[src/rtl/btlrb_pkg.sv]
`default_nettype none

package btlrb_pkg;

  typedef struct packed {
    logic        button_pressed;
    logic        range_valid;
    logic [12:0] range_mm;
  } in_item_t;

  typedef struct packed {
    logic red_on;
    logic yellow_on;
    logic green_on;
    logic range_mode;
  } out_item_t;

  typedef struct packed {
    logic [15:0] long_press_ticks;
    logic [15:0] start_delay_ticks;
    logic [15:0] green_ticks;
    logic [15:0] yellow_ticks;
    logic [15:0] blink_ticks;
    logic [12:0] far_mm;
    logic [12:0] mid_mm;
    logic [12:0] near_mm;
  } cfg_t;

  typedef enum logic [3:0] {
    PH_IDLE   = 4'd0,
    PH_PRESS  = 4'd1,
    PH_START  = 4'd2,
    PH_GREEN  = 4'd3,
    PH_YELLOW = 4'd4,
    PH_HOLD   = 4'd5,
    PH_RANGE  = 4'd6,
    PH_EXIT   = 4'd7
  } phase_t;

  localparam int unsigned CFG_IDX_W = 8;

  localparam logic [CFG_IDX_W-1:0] REG_LONG_PRESS  = 8'd0;
  localparam logic [CFG_IDX_W-1:0] REG_START_DELAY = 8'd1;
  localparam logic [CFG_IDX_W-1:0] REG_GREEN       = 8'd2;
  localparam logic [CFG_IDX_W-1:0] REG_YELLOW      = 8'd3;
  localparam logic [CFG_IDX_W-1:0] REG_BLINK       = 8'd4;
  localparam logic [CFG_IDX_W-1:0] REG_FAR         = 8'd5;
  localparam logic [CFG_IDX_W-1:0] REG_MID         = 8'd6;
  localparam logic [CFG_IDX_W-1:0] REG_NEAR        = 8'd7;

  localparam logic [15:0] RST_LONG_PRESS  = 16'd2000;
  localparam logic [15:0] RST_START_DELAY = 16'd3000;
  localparam logic [15:0] RST_GREEN       = 16'd10000;
  localparam logic [15:0] RST_YELLOW      = 16'd2000;
  localparam logic [15:0] RST_BLINK       = 16'd500;
  localparam logic [12:0] RST_FAR         = 13'd180;
  localparam logic [12:0] RST_MID         = 13'd120;
  localparam logic [12:0] RST_NEAR        = 13'd80;

  // lamp vector: bit 0 red, bit 1 yellow, bit 2 green
  localparam logic [2:0] LAMP_OFF    = 3'b000;
  localparam logic [2:0] LAMP_RED    = 3'b001;
  localparam logic [2:0] LAMP_YELLOW = 3'b010;
  localparam logic [2:0] LAMP_GREEN  = 3'b100;
  localparam logic [2:0] LAMP_GY     = 3'b110;
  localparam logic [2:0] LAMP_ALL    = 3'b111;

endpackage

`default_nettype wire

[src/rtl/btlrb_cfg.sv]
`default_nettype none

module btlrb_cfg
  import btlrb_pkg::*;
(
  input  wire logic                 clk,
  input  wire logic                 rst_n,
  input  wire logic                 wr_en,
  input  wire logic [CFG_IDX_W-1:0] wr_index,
  input  wire logic [15:0]          wr_data,
  output cfg_t                      cfg
);

  cfg_t cfg_r;

  always_ff @(posedge clk) begin
    if (!rst_n) begin
      cfg_r.long_press_ticks  <= RST_LONG_PRESS;
      cfg_r.start_delay_ticks <= RST_START_DELAY;
      cfg_r.green_ticks       <= RST_GREEN;
      cfg_r.yellow_ticks      <= RST_YELLOW;
      cfg_r.blink_ticks       <= RST_BLINK;
      cfg_r.far_mm            <= RST_FAR;
      cfg_r.mid_mm            <= RST_MID;
      cfg_r.near_mm           <= RST_NEAR;
    end else if (wr_en) begin
      case (wr_index)
        REG_LONG_PRESS:  cfg_r.long_press_ticks  <= wr_data;
        REG_START_DELAY: cfg_r.start_delay_ticks <= wr_data;
        REG_GREEN:       cfg_r.green_ticks       <= wr_data;
        REG_YELLOW:      cfg_r.yellow_ticks      <= wr_data;
        REG_BLINK:       cfg_r.blink_ticks       <= wr_data;
        REG_FAR:         cfg_r.far_mm            <= wr_data[12:0];
        REG_MID:         cfg_r.mid_mm            <= wr_data[12:0];
        REG_NEAR:        cfg_r.near_mm           <= wr_data[12:0];
        default: ;
      endcase
    end
  end

  assign cfg = cfg_r;

endmodule

`default_nettype wire

[src/rtl/btlrb_core.sv]
`default_nettype none

module btlrb_core
  import btlrb_pkg::*;
#(
  parameter int unsigned DEBOUNCE_TICKS = 50
) (
  input  wire logic     clk,
  input  wire logic     rst_n,
  input  wire logic     step,
  input  wire in_item_t item,
  input  wire cfg_t     cfg,
  output out_item_t     result
);

  localparam logic [15:0] DEBOUNCE = 16'(DEBOUNCE_TICKS);

  phase_t      phase_r, phase_nxt;
  logic [15:0] timer_r, timer_nxt;
  logic [2:0]  lamps_r, lamps_nxt;
  logic        blink_r, blink_nxt;

  logic [15:0] timer_inc;
  logic        btn;
  logic [12:0] r;

  assign btn       = item.button_pressed;
  assign r         = item.range_mm;
  assign timer_inc = (timer_r == 16'hFFFF) ? timer_r : timer_r + 16'd1;

  // next phase
  always_comb begin
    phase_nxt = phase_r;
    case (phase_r)
      PH_IDLE: if (btn) phase_nxt = PH_PRESS;
      PH_PRESS: begin
        if (timer_inc >= DEBOUNCE) begin
          if (!btn) phase_nxt = PH_START;
          else if (timer_inc >= cfg.long_press_ticks) phase_nxt = PH_HOLD;
        end
      end
      PH_START:  if (timer_inc >= cfg.start_delay_ticks) phase_nxt = PH_GREEN;
      PH_GREEN:  if (timer_inc >= cfg.green_ticks) phase_nxt = PH_YELLOW;
      PH_YELLOW: if (timer_inc >= cfg.yellow_ticks) phase_nxt = PH_IDLE;
      PH_HOLD:   if (!btn) phase_nxt = PH_RANGE;
      PH_RANGE:  if (btn) phase_nxt = PH_EXIT;
      PH_EXIT:   if (timer_inc >= DEBOUNCE && !btn) phase_nxt = PH_IDLE;
      default:   phase_nxt = PH_IDLE;
    endcase
  end

  // timer, lamps and blink level
  always_comb begin
    timer_nxt = timer_r;
    lamps_nxt = lamps_r;
    blink_nxt = blink_r;
    case (phase_r)
      PH_IDLE: begin
        lamps_nxt = LAMP_RED;
        if (btn) timer_nxt = 16'd0;
      end
      PH_PRESS: begin
        timer_nxt = timer_inc;
        if (timer_inc >= DEBOUNCE) begin
          if (!btn) begin
            timer_nxt = 16'd0;
            lamps_nxt = LAMP_RED;
          end else if (timer_inc >= cfg.long_press_ticks) begin
            timer_nxt = 16'd0;
            lamps_nxt = LAMP_ALL;
            blink_nxt = 1'b1;
          end
        end
      end
      PH_START: begin
        timer_nxt = timer_inc;
        if (timer_inc >= cfg.start_delay_ticks) begin
          timer_nxt = 16'd0;
          lamps_nxt = LAMP_GREEN;
        end
      end
      PH_GREEN: begin
        timer_nxt = timer_inc;
        if (timer_inc >= cfg.green_ticks) begin
          timer_nxt = 16'd0;
          lamps_nxt = LAMP_YELLOW;
        end
      end
      PH_YELLOW: begin
        timer_nxt = timer_inc;
        if (timer_inc >= cfg.yellow_ticks) begin
          timer_nxt = 16'd0;
          lamps_nxt = LAMP_RED;
        end
      end
      PH_HOLD: begin
        if (!btn) begin
          timer_nxt = 16'd0;
        end else begin
          timer_nxt = timer_inc;
          if (timer_inc >= cfg.blink_ticks) begin
            timer_nxt = 16'd0;
            blink_nxt = ~blink_r;
            lamps_nxt = blink_r ? LAMP_OFF : LAMP_ALL;
          end
        end
      end
      PH_RANGE: begin
        if (btn) begin
          timer_nxt = 16'd0;
        end else if (item.range_valid) begin
          // out-of-order thresholds or a sample equal to far can leave the lamps unchanged
          if (r > cfg.far_mm) lamps_nxt = LAMP_OFF;
          else if (r < cfg.far_mm && r >= cfg.mid_mm) lamps_nxt = LAMP_GREEN;
          else if (r < cfg.mid_mm && r >= cfg.near_mm) lamps_nxt = LAMP_GY;
          else if (r < cfg.near_mm) lamps_nxt = LAMP_ALL;
        end
      end
      PH_EXIT: begin
        timer_nxt = timer_inc;
        if (timer_inc >= DEBOUNCE && !btn) begin
          timer_nxt = 16'd0;
          lamps_nxt = LAMP_RED;
        end
      end
      default: begin
        timer_nxt = 16'd0;
        lamps_nxt = LAMP_RED;
      end
    endcase
  end

  always_ff @(posedge clk) begin
    if (!rst_n) begin
      phase_r <= PH_IDLE;
      timer_r <= 16'd0;
      lamps_r <= LAMP_RED;
      blink_r <= 1'b1;
    end else if (step) begin
      phase_r <= phase_nxt;
      timer_r <= timer_nxt;
      lamps_r <= lamps_nxt;
      blink_r <= blink_nxt;
    end
  end

  assign result.red_on     = lamps_nxt[0];
  assign result.yellow_on  = lamps_nxt[1];
  assign result.green_on   = lamps_nxt[2];
  assign result.range_mode = (phase_nxt == PH_HOLD) || (phase_nxt == PH_RANGE) ||
                             (phase_nxt == PH_EXIT);

endmodule

`default_nettype wire

[src/rtl/button_traffic_light_with_range_bar_unit.sv]
`default_nettype none

// channel   direction  handshake              payload
// in_       input      in_valid / in_stall    in_item_t  (one tick)
// out_      output     out_valid / out_stall  out_item_t (lamps after the tick)
// cfg_      input      cfg_valid / cfg_ready  cfg_index, cfg_data
//
// one tick is taken every cycle while in_stall is low; its result passes the input register,
// the phase logic and the result register before it is offered on out_.
// reset (rst_n low, synchronous) puts the lights on red idle and reloads the
// register defaults; a stalled result holds the pipe, and in_stall rises only
// while both the input register and the result register are occupied and stalled.

module button_traffic_light_with_range_bar_unit
  import btlrb_pkg::*;
#(
  parameter int unsigned DEBOUNCE_TICKS = 50
) (
  input  wire logic                 clk,
  input  wire logic                 rst_n,
  input  wire logic                 in_valid,
  output logic                      in_stall,
  input  wire in_item_t             in_data,
  output logic                      out_valid,
  input  wire logic                 out_stall,
  output out_item_t                 out_data,
  input  wire logic                 cfg_valid,
  output logic                      cfg_ready,
  input  wire logic [CFG_IDX_W-1:0] cfg_index,
  input  wire logic [15:0]          cfg_data
);

  cfg_t      cfg;
  in_item_t  in_item_r;
  logic      in_valid_r;
  out_item_t out_item_r;
  logic      out_valid_r;
  out_item_t result;
  logic      out_free;
  logic      step;

  assign cfg_ready = 1'b1;

  btlrb_cfg u_cfg (
    .clk      (clk),
    .rst_n    (rst_n),
    .wr_en    (cfg_valid && cfg_ready),
    .wr_index (cfg_index),
    .wr_data  (cfg_data),
    .cfg      (cfg)
  );

  assign out_free = !out_valid_r || !out_stall;
  assign step     = in_valid_r && out_free;
  assign in_stall = in_valid_r && !out_free;

  always_ff @(posedge clk) begin
    if (!rst_n) begin
      in_valid_r <= 1'b0;
    end else if (!in_stall) begin
      in_valid_r <= in_valid;
    end
  end

  always_ff @(posedge clk) begin
    if (!in_stall && in_valid) begin
      in_item_r <= in_data;
    end
  end

  btlrb_core #(
    .DEBOUNCE_TICKS (DEBOUNCE_TICKS)
  ) u_core (
    .clk    (clk),
    .rst_n  (rst_n),
    .step   (step),
    .item   (in_item_r),
    .cfg    (cfg),
    .result (result)
  );

  always_ff @(posedge clk) begin
    if (!rst_n) begin
      out_valid_r <= 1'b0;
    end else if (out_free) begin
      out_valid_r <= in_valid_r;
    end
  end

  always_ff @(posedge clk) begin
    if (step) begin
      out_item_r <= result;
    end
  end

  assign out_valid = out_valid_r;
  assign out_data  = out_item_r;

endmodule

`default_nettype wire

[config.mk]
export PLATFORM = sky130hd
export DESIGN_NAME = button_traffic_light_with_range_bar_unit
export DESIGN_NICKNAME = d
export VERILOG_FILES = /design/src/rtl/btlrb_pkg.sv /design/src/rtl/btlrb_cfg.sv /design/src/rtl/btlrb_core.sv /design/src/rtl/button_traffic_light_with_range_bar_unit.sv
export SDC_FILE = /design/constraint.sdc
export NUM_CORES = 1
export LEC_CHECK = 0
export BUFFER_PORTS_ARGS = -buffer_cell sky130_fd_sc_hd__buf_2
export CAP_MARGIN = 20
export CORE_MARGIN = 5
export CORE_UTILIZATION = 56
export CTS_CLUSTER_SIZE = 12
export DETAILED_ROUTE_END_ITERATION = 16
export PLACE_DENSITY = 0.77
export SLEW_MARGIN = 25
export SYNTH_ARGS = -nofsm -noshare
export SYNTH_HDL_FRONTEND = slang
export SYNTH_SLANG_ARGS = --single-unit
[constraint.sdc]
create_clock -name clk -period 4.3 [get_ports clk]
set_input_delay 0.86 -clock clk [delete_from_list [all_inputs] [get_ports clk]]
set_output_delay 0.86 -clock clk [all_outputs]
set_load 0.02 [all_outputs]
==> results.tsv <==
metric	value	unit
status	finished, final reports clean	
worst-case headroom to the max-slew limit	29.2	%
clock buffer depth	2	
CTS clock-pin slew for the worst setup and hold paths	0.07	ns
post-synthesis area per instance	8.21	um2
area leader, netlist	dfxtp_1	
TritonCTS clock tree	done	
pin count of the biggest net entering global routing	85	
post-layout min period	4.17	ns
vias in the first global route	8742	
first-pass GRT wire length	44100	um
element type at the critical path start	register	
Yosys reg bits	164	
io pins	51	
min-delay worst type	reg2reg	
Slew Limit Fails	0	
Yosys top cell area share	29.4	%
Critical-path top delay cell	a2111oi_4	
H-tree depth	4	
via density per instance	5.95	
Pint	2.55	mW
area of the die	0.0204	mm2
cell area power density	305	mW/mm2
Post-DRT Antenna Nets	0	
worst setup margin	0.127	ns
cell chain of the critical path	ha_2, nand3_4, nor4_4, buf_4, xor2_2, ha_1, nand2b_1, a2111oi_4, nor3_1, a221oi_2, o311ai_4, nor3b_1, or3_1, a21oi_1, a21boi_2, nand3_1	
Final Hold Violating Endpoints	0	
Area contributors post-synth	dfxtp_1 (29%), ha_1 (14%), nand2_1 (8.0%), edfxtp_1 (5.8%), a21oi_1 (5.4%)	
worst endpoint data arrival time	4.33	ns
NetSw	900	uW
Root Driver	clkbuf_16	
Placeable Area	0.0173	mm2
iteration count of the initial detailed-routing pass	5	
Clk network pwr share	47.4	%
Avg WL per Cell	18.3	um
number of flops mapped to enable cells by yosys	19	
Least-Margin Pin Slew	1.03	ns
worst vdd ir	0.000271	V
Post-Syn Nets	1358	
GR Overflow Total	0	
register area share after synthesis	35.1	%
initial antenna violation count	0	
Total Wirelength	27400	um
setup TNS	0	ns
overall fraction of global-route tracks in use	27.0	%
Final HPWL DP	19600	um
WP buf/inv	1	
Clock Skew	0.0103	ns
Crit Path Max Fanout	6	
FILL cells	1457	
# rows	48	
synthesized area	0.00988	mm2
Fmax	240	MHz
CP delay by family, top	simple AND/OR/NAND/NOR gates	
worst-skew pair later-pin latency	0.43	ns
total power	3.45	mW
LEAKAGE	4.96	nW
Unique masters post-synth	87	
Critical Path RT	4.46	ns
Comb power frac	6.6	%
Initial Util	57.1	%
DRC violations left	0	
fin crit share	97.1	%
ant diodes	0	
top cells by count, synth	nand2_1 (211), dfxtp_1 (145), inv_1 (119)	
clk sinks	164	
Synth warnings	0	
ratio of cells with drive above 1 in the final layout	14.5	%
Num CTS Buffers	17	
CP Class	reg2reg	
# Max-Cap Violations	0	
Synth Flop Type	dfxtp_1	
DRT iter0 DRCs	687	
Sw Share	26.1	%
most frequent cell after synthesis	nand2_1	
Die H	143	um
Die W	143	um
Vias	8894	
area growth from synthesis to final layout	14.4	%
GP Congestion	0.939	
Cells after Synth	1204	
Critical Path Sink Type	register	
port bufs	49	
Setup violations, final	0	
crit-path max cell delay	0.38	ns
Sequential Power Share	46.0	%
Post-Place Worst Slack	-0.0366	ns
async set-reset flop share out of synthesis	0	%
final net count	1412	
-- stage by stage --
step                      hold slack, ns  util, %  area, um2  cells
after floorplan                    0.436        -       9880   1204
after global placement             0.442     60.9      10500   1461
after detailed placement           0.446     60.9      10500   1461
after CTS                          0.456     64.6      11200   1493
after global routing               0.469     65.4      11300   1496
final                              0.455     65.4      11300   1496
-- tightest hold or removal path: stages (launching register included) --
cell and delay [ns]:
dfxtp_1 0.31, nand2_1 0.05, a21oi_1 0.05
-- metal layers --
metal	up-vias	track usage, %	wire length (um)
met1	4171	37.5	12300
met4	0	8.55	761
met2	331	42.9	12400
met3	59	4.82	2000
li1	4333	-	-
met5	-	0	0
-- power by group through the flow --
stage	combinational [mW]	sequential, mW	clock [mW]
3_3_place_gp	0.215	1.62	0
2_1_floorplan	0.146	1.61	0
5_1_grt	0.251	1.59	1.71
3_5_place_dp	0.220	1.62	0
6_report	0.228	1.59	1.64
4_1_cts	0.223	1.58	1.65
-- final cells by class --
type | instances | area [um2] | share of cell area (%)
inverters | 119 | 447 | 3.95
clock inverters | 15 | 206 | 1.83
repair buffers | 101 | 636 | 5.62
multi-input cells | 855 | 5840 | 51.6
clock buffers | 17 | 425 | 3.76
well taps | 225 | 282 | 2.49
flip-flops and latches | 164 | 3480 | 30.7
-- cell families after synthesis --
kind of cell / share of synthesized area (%)
AO/OA/AOI/OAI: 19.8
XOR/XNOR: 0.886
adder cells (fa/ha/maj): 14.0
buffers and inverters: 7.24
flip-flops: 35.1
multiplexers: 3.15
other: 0.0379
AND/OR/NAND/NOR: 19.7
-- cell usage in the layout, fill, tap and decap left out, types with 5 or more instances in the layout --
master / synthesis / layout
a31oi_1: 13 / 13
clkbuf_16: 0 / 17
ha_1: 110 / 109
nor4_1: 9 / 5
o2111ai_1: 6 / 6
nand2b_1: 11 / 11
o211ai_1: 35 / 35
a22o_1: 6 / 6
nor3_1: 17 / 15
nand3b_1: 7 / 7
xor2_1: 7 / 5
buf_4: 2 / 52
a211o_1: 5 / 5
nand4_1: 13 / 13
o21a_1: 5 / 5
nand3_1: 26 / 25
and3_1: 13 / 13
o21ai_1: 8 / 8
nor3b_1: 7 / 5
a21o_1: 19 / 19
nor2_1: 60 / 60
or3_1: 5 / 5
o22ai_1: 8 / 7
mux2i_1: 30 / 29
nor2b_1: 8 / 8
a211oi_1: 11 / 10
edfxtp_1: 19 / 19
a21oi_1: 107 / 107
inv_1: 119 / 118
o21ai_0: 19 / 19
buf_2: 4 / 49
and4_1: 5 / 5
nand2_1: 211 / 211
dfxtp_1: 145 / 143
-- sequential cells by signal (all words and copies together) (netlist names) --
register / count
in_item_r: 15
in_valid_r: 1
out_data: 4
out_valid: 1
u_cfg.cfg: 119
u_core.blink_r: 1
u_core.lamps_r: 3
u_core.phase_r: 4
u_core.timer_r: 16
-- worst paths after layout --
path | from | end | slack, ns | cells past startpoint
setup / recovery | u_core.timer_r[0]$_SDFFE_PN0P_ | out_data[3]$_DFFE_PP_ | 0.13 | 16
hold / removal | u_cfg.cfg[51]$_SDFFE_PN0P_ | u_cfg.cfg[51]$_SDFFE_PN0P_ | 0.46 | 2
setup reg to reg | u_core.timer_r[0]$_SDFFE_PN0P_ | out_data[3]$_DFFE_PP_ | 0.13 | 16
hold reg to reg | u_cfg.cfg[51]$_SDFFE_PN0P_ | u_cfg.cfg[51]$_SDFFE_PN0P_ | 0.46 | 2
-- timing repair --
action                                  CTS  global route
hold buffers                              0             0
gates resized for setup                   1            22
gates cloned                              0             0
pin swaps                                 0             6
setup buffers                             0             3
endpoints found under the setup margin    1            22
Power figures use the tool's default switching activity.
